File: src/design/pie_pkg.sv
// Package for the palette index encoder: sizes, command and status types.
// Used by every module of the block; depends on nothing.
package pie_pkg;

  localparam int PALETTE_DEPTH = 256;
  localparam int STATE_WIDTH   = 16;
  localparam int IDX_W         = $clog2(PALETTE_DEPTH);
  localparam int CNT_W         = $clog2(PALETTE_DEPTH + 1);
  localparam int OUT_IDX_W     = 8;
  localparam int OUT_CNT_W     = 9;
  localparam int IN_STATE_W    = 16;

  typedef struct packed {
    logic load;
    logic step;
    logic commit;
  } pie_cmd_t;

  typedef struct packed {
    logic hit;
    logic scan_end;
    logic out_free;
  } pie_stat_t;

endpackage

File: src/design/pie_ctrl.sv
// Controller of the palette index encoder: accepts an item, steps the search
// and commits the result. Depends on pie_pkg.
module pie_ctrl import pie_pkg::*; (
  input  logic      clk,
  input  logic      rst,
  input  logic      in_valid,
  output logic      in_ready,
  input  pie_stat_t stat,
  output pie_cmd_t  cmd
);

  typedef enum logic [1:0] {
    ST_IDLE = 2'b01,
    ST_SCAN = 2'b10
  } state_t;

  state_t state;
  state_t state_next;

  always_comb begin
    state_next = state;
    cmd        = '0;
    in_ready   = 1'b0;
    case (state)
      ST_IDLE: begin
        in_ready = 1'b1;
        if (in_valid) begin
          cmd.load   = 1'b1;
          state_next = ST_SCAN;
        end
      end
      ST_SCAN: begin
        if (stat.hit || stat.scan_end) begin
          if (stat.out_free) begin
            cmd.commit = 1'b1;
            state_next = ST_IDLE;
          end
        end else begin
          cmd.step = 1'b1;
        end
      end
      default: state_next = ST_IDLE;
    endcase
  end

  always_ff @(posedge clk) begin
    if (rst) begin
      state <= ST_IDLE;
    end else begin
      state <= state_next;
    end
  end

endmodule

File: config.mk
export PLATFORM = sky130hd
export DESIGN_NAME = pie_ctrl
export DESIGN_NICKNAME = d
export VERILOG_FILES = /design/src/design/pie_pkg.sv /design/src/design/pie_ctrl.sv
export SDC_FILE = /design/constraint.sdc
export NUM_CORES = 1
export LEC_CHECK = 0
export ABC_AREA = 0
export BUFFER_PORTS_ARGS = -buffer_cell sky130_fd_sc_hd__buf_2
export CAP_MARGIN = 20
export CORE_AREA = 2 2 39 41
export DETAILED_ROUTE_END_ITERATION = 10
export DIE_AREA = 0 0 41 43
export PLACE_DENSITY = 0.36
export REMOVE_ABC_BUFFERS = 1
export SYNTH_ARGS = -nofsm -noshare
export SYNTH_HDL_FRONTEND = slang
export SYNTH_SLANG_ARGS = --single-unit
File: constraint.sdc
create_clock -name clk -period 0.8 [get_ports clk]
set_input_delay 0 -clock clk [delete_from_list [all_inputs] [get_ports clk]]
set_output_delay 0 -clock clk [all_outputs]
set_load 0.02 [all_outputs]
# Yosys cells after proc, flatten, opt, wreduce, memory -nomap -nowiden
# Cells that the tools add are included.
word_totals:
  ff_bits: 2
  inputBits: 6
  out_inout_bits: 4
  wordCells: 19
op_classes:
  eq_ne: 5
  n_mux: 11
  reduce_logical: 2
op_table:
  columns: ["operator", "count"]
  rows:
  - ["2-bit 2-to-1 mux", 4]
  - ["1-bit 2-to-1 mux", 6]
  - ["2-bit inequality test, second input constant", 3]
  - ["2-bit case mux with 2 select lines", 1]
  - ["3-bit AND reduction", 1]
  - ["2-bit by 1-bit == test with 1-bit output, second input constant", 1]
  - ["2-bit == test, second input constant", 1]
  - ["1-bit logical OR", 1]

# Longest topological paths before layout
# Gate-level depths: netlist of run 1.
depth:
  depth_word: 3
  ltp_mapped: 2
  depth_no_buf: 2

# Worst setup path before layout of run 1
# No wires, ideal clock.
synth_timing:
  kind: "register to output"
  startpoint: "reg state[0]"
  endpoint: "out cmd[2] (netlist bit)"
  t_arrival_ns: 0.987
  required_time_ns: 0.800
  slack_ns: -0.187
  path_stages_with_launch: 3
  n_path_buf: 0
  cell_sequence: "dfxtp_1 > nor2b_1 > and2_1"
synth_rtl:
  columns: ["item", "line_no", "text"]
  rows:
  - ["start: declaration", "pie_ctrl.sv:17", "state_t state;"]
  - ["start signal: assignment", "pie_ctrl.sv:50", "state <= state_next;"]
  - ["end: declaration", "pie_ctrl.sv:9", "output pie_cmd_t cmd"]

==> flow_summary.yaml, run 1 <==
outcome:
  status: "finished, violations left"
  failed_checks: "setup timing"
timing:
  slew_viol_final: 0
  setup_viol: 6
  layout_min_cycle_time_ns: 0.9374
  slew-limit-headroom: 0.7799
  tightest_slew_ns: 0.3267
  worst_clock_skew_ns: 0.0006786
  fin_ws_ns: -0.1374
  timing.fmax_ghz: 1.067
  hold_viol: 0
  finalCritPeriodShare: 1.172
  rsz0062_at_grt: "yes"
global_route:
  grt_pass1_wl_um: 572
  first_global_vias: 141
  antenna_found_initial: 0
  grt_usage: 0.05611
  grt-ovfl-total: 0
  grt_max_degree: 5
floorplanning:
  die_area_um2: 1763
  ios: 10
  die_h_um: 43
  die_w_um: 41
  rows: 14
  start_util: 0.07595
  core_area_um2: 1384
detailed_routing:
  vias_per_cell: 3.366
  dr_total_vias: 138
  wl_um: 373
  post_drt_wl_per_cell_um: 9.098
  ant_nets: 0
  first_pass_iters: 2
  drc: 0
  drt_iter0_markers: 1
setup_path:
  worstRegToRegCells: 3
  endpoint_kind: "primary output"
  path_buf_inv: 1
  worstSetupStartpoint: "state[0]"
  crit_required_ns: 0.80
  rr_endpoint: "state[1]"
  arrival_ns: 0.94
  reg2reg_slack_ns: -0.10
  crit_path_end: "cmd[1]"
  startpoint_type: "flip-flop"
  worstSetupPathDepth: 3
  worstSetupPathType: "reg -> out"
  cp_top_family: "flip-flops"
  cpPeakStageDelay_ns: 0.31
  cp_max_fo: 3
  cp_slowest_cell: "dfxtp_2"
  timing.rr.start: "state[0]"
  crit_chain: "nand2b_4 -> nor3_4 -> buf_6"
cells_and_area:
  largest_reg_flops: 2
  drive_above_1_share: 0.8000
  nNetsFinal: 33
  post-route-util: 0.1835
  stdcell_count: 41
  fill_cells: 154
  area_growth_pct: 141.7
  diodes: 0
  reg.largest.list: "state: 2 flops"
  final_area_um2: 254.0
  regMostFlops: "state"
synth:
  synthesis.area_um2: 105.1
  ys_seq_area_frac: 0.3810
  yosysUniqueCellTypes: 11
  synth-seq-cells: 2
  synth_cells: 12
  ys_warn_count: 0
  synth.avg_cell_area_um2: 8.758
place:
  place_hpwl_um: 264
  numPortBuffers: 9
  place_area_um2: 170.2
  numPlacedInstances: 37
  place_congestion: 0.6173
pwr:
  netSwitchingFraction: 0.2429
  leakagePower_nw: 0.1279
  intPower_w: 0.0003313
  p_sw_w: 0.0001063
  power_density_nw_per_um2: 1723
  combPwrFrac: 0.230
  p_seq_frac: 0.272
  p_clk_frac: 0.497
  power_w: 0.0004376
  ir_worst_vdd_uv: 693.2
clock_network:
  cts.path.max_buffers: 2
  htree_levels: 1
  cts_made_buffers: 3
  clock_sinks: 2
  root_buffer: "clkbuf_4"
  hold_buffers: 0
  clk_latency_ns: 0.22
  path_clk_slew_ns: 0.03
  cts_tree: "done"
run:
  maxCapViolCount: 0
min_path:
  worstHoldPathType: "in -> reg"
repair_timing:
item / 4_1_cts / 5_1_grt
gates resized for setup: 11 / 4
setup endpoints to repair: 6 / 6
gates cloned: 0 / 0
setup buffers: 1 / 0
pin swaps: 4 / 1
power groups by stage:
stage / Clock, W / Combinational [W] / Sequential (W)
floorplan: 0 / 0.0000378 / 0.000114
global placement: 0 / 0.0000661 / 0.000115
detailed placement: 0 / 0.0000660 / 0.000115
CTS: 0.000239 / 0.0000897 / 0.000117
global route: 0.000241 / 0.000109 / 0.000121
finish: 0.000218 / 0.000101 / 0.000119
tightest hold or removal path, stage by stage:
cell     delay (ns)
buf_2          0.10
nor3b_2        0.05
a21oi_1        0.13
synth_stat cells:
cell type | n | share of area
a21o_1 | 1 | 0.071
nor3_1 | 1 | 0.048
and4bb_1 | 1 | 0.12
nor2b_1 | 1 | 0.060
o21ai_0 | 1 | 0.048
a21oi_1 | 1 | 0.048
and2_1 | 1 | 0.060
nand2b_1 | 1 | 0.060
nor2_1 | 1 | 0.036
nor3b_1 | 1 | 0.071
dfxtp_1 | 2 | 0.38
logic make-up (layout without fill, tap and decap cells):
logic type      after synthesis  count (layout)  synth area share
simple gates                  7               7            0.4524
flops                         2               2            0.3810
buf+inv                       0              13                 0
compound gates                3               3            0.1666
cell usage in the layout, fill, tap and decap left out:
cell type  count
buf_2          5
clkbuf_4       3
buf_4          3
buf_6          2
dfxtp_2        2
nor2b_4        1
o21ai_0        1
nand2b_4       1
nor2_1         1
and2_4         1
nor3_4         1
nor3b_2        1
and4bb_1       1
a21o_1         1
a21oi_1        1
layer usage:
metal / part of all wire / GRT usage / wire length, um
met1: 0.51 / 0.07348 / 191
met5: 0 / 0 / 0
met4: 0.016 / 0.02000 / 6
met3: 0.17 / 0.08377 / 65
met2: 0.29 / 0.04375 / 109
stage by stage:
stage | setup WS [ns] | hold WS, ns | setup TNS (ns)
after detailed placement | -0.03218 | 0.2728 | -0.03247
final | -0.1374 | 0.1040 | -0.5544
after floorplan | -0.1872 | 0.08306 | -0.2929
after global routing | -0.1875 | 0.1371 | -0.8627
after global placement | -0.03399 | 0.2732 | -0.05241
after CTS | -0.2018 | 0.09644 | -0.6695
final cells by class:
cell class	count	area, um^2	area share
clock buffer	3	22.52	0.08867
timing repair buffer	10	70.07	0.2759
tap	16	20.02	0.07882
sequential	2	42.54	0.1675
multi-input combinational	10	98.84	0.3892
worst min-delay path by stage:
stage,cells past startpoint,endpoint,startpoint
4_1_cts,3,state[0],rst
2_1_floorplan,1,cmd[1],stat[2]
6_report,3,state[0],rst
3_3_place_gp,3,cmd[1],stat[2]
5_1_grt,3,state[1],rst
3_5_place_dp,3,cmd[1],stat[2]
Power figures use the tool's default switching activity.
==> run 2: changes to the inputs <==
==> constraint.sdc (replaced) <==
create_clock -name clk -period 0.8 [get_ports clk]
set_input_delay 0.04 -clock clk [delete_from_list [all_inputs] [get_ports clk]]
set_output_delay 0.04 -clock clk [all_outputs]
set_load 0.02 [all_outputs]
==> run 2 against run 1 <==
  * The flow still finishes with violations (setup timing)
  * Setup slack got worse by 0.036 ns
  * Critical path type unchanged
  * Maximum frequency fell by 3.7%
  * Highest routed layer is now met3
  * Largest power group unchanged
  * Clock-buffer cell count did not move
  * Sequential power barely moved
  * Via count fell by 1.4%
  * Die area did not move
  * Wire length fell by 5.4%
  * Sequential share of layout area rose by 0.42 points
  * Global-route usage rose by 0.29 points
  * Core utilization fell by 0.45 points
==> flow_summary.yaml, run 2 (synthesis gave the netlist of run 1 again) <==
timing:
  worst_clock_skew_ns: 0.0006896
  finalCritPeriodShare: 1.217
  fin_ws_ns: -0.1735
  hold_viol: 0
  timing.hold.ws_ns: 0.1136
  timing.fmax_ghz: 1.027
  rsz0062_at_grt: "yes"
  tightest_slew_ns: 0.3623
  setup_viol: 6
  slew_viol_final: 0
  slew-limit-headroom: 0.7559
  layout_min_cycle_time_ns: 0.9735
global_route:
  grt_max_degree: 5
  first_global_vias: 150
  grt_usage: 0.05906
  antenna_found_initial: 0
  grt-ovfl-total: 0
  grt_pass1_wl_um: 586
floorplanning:
  core_area_um2: 1384
  die_h_um: 43
  rows: 14
  start_util: 0.07595
  die_area_um2: 1763
  ios: 10
  die_w_um: 41
setup_path:
  endpoint_kind: "primary output"
  crit_required_ns: 0.76
  arrival_ns: 0.93
  startpoint_type: "flip-flop"
  cp_max_fo: 3
  worstSetupPathType: "reg -> out"
pwr:
  ir_worst_vdd_uv: 473.1
  leakagePower_nw: 0.1238
  power_density_nw_per_um2: 1740
  power_w: 0.0004311
clock_network:
  path_clk_slew_ns: 0.03
  clock_sinks: 2
  root_buffer: "clkbuf_4"
  cts.path.max_buffers: 2
  cts_tree: "done"
  clk_latency_ns: 0.22
  htree_levels: 1
  cts_made_buffers: 3
outcome:
  status: "finished, violations left"
  failed_checks: "setup timing"
place:
  numPlacedInstances: 37
  numPortBuffers: 9
  place_congestion: 0.6531
  dpl_worst_slack_ns: -0.03313
cells_and_area:
  final_cell_mix: "6 x buf_2, 3 x clkbuf_4, 2 x buf_6, 2 x buf_4, 2 x dfxtp_2"
  area_growth_pct: 135.7
  post-route-util: 0.1790
  nNetsFinal: 33
  reg.largest.list: "state: 2 flops"
  largest_reg_flops: 2
  regMostFlops: "state"
  diodes: 0
  stdcell_count: 41
  layout_commonest_cell: "buf_2"
  drive_above_1_share: 0.8400
detailed_routing:
  vias_per_cell: 3.317
  drt_iter0_markers: 0
  drc: 0
  wl_um: 353
  post_drt_wl_per_cell_um: 8.610
  ant_nets: 0
  dr_total_vias: 136
  first_pass_iters: 1
run:
  maxCapViolCount: 0
min_path:
  worstHoldPathType: "in -> reg"
## run 2: cell counts in the layout (fill, tap and decap cells not counted)
No cell type changed its count.
## run 2: worst max-delay path, cell delays in order (launching register included)
cell	delay, ns
dfxtp_2	0.32
nand2b_4	0.14
nor3_2	0.10
buf_4	0.16
## run 2: worst paths after layout
path	start	endpoint	slack (ns)	depth (start not counted)
max	state[0]	cmd[1]	-0.17	3
min	rst	state[0]	0.11	3
max reg2reg	state[0]	state[1]	-0.11	3
min reg2reg	state[0]	state[0]	0.62	3
## run 2: layout make-up
type	count	area, um^2
well taps	16	20.02
repair buffers	10	67.56
clock buffers	3	22.52
fillers	153	1136
multi-input cells	10	95.09
flip-flops and latches	2	42.54
## run 2: power breakdown
group	total, W	internal, W	switching [W]
logic	0.0000937	0.0000530	0.0000407
clock network	0.000218	0.000165	0.0000527
registers	0.000120	0.000110	0.00000991
## run 2: through the flow
| stage | instance area (um^2) | TNS [ns] |
|---|---|---|
| 3_5_place_dp | 170.2 | -0.08555 |
| 2_1_floorplan | 105.1 | -0.3729 |
| 5_1_grt | 247.7 | -1.052 |
| 6_report | 247.7 | -0.7030 |
| 3_3_place_gp | 170.2 | -0.1086 |
| 4_1_cts | 239.0 | -0.7491 |
## run 2: routing by layer
layer  wire, um  vias up  track usage
met5          0        -            0
met4          0        0      0.08000
met3         44        0      0.04712
met2        112       10      0.05313
met1        196       56      0.06688
li1           -       70            -
## run 2: what timing repair did
action	4_1_cts	5_1_grt
setup buffers	1	0
gates resized for setup	11	3
gates cloned	0	0
pin swaps	4	0
endpoints found under the setup margin	6	6
hold buffers	0	0
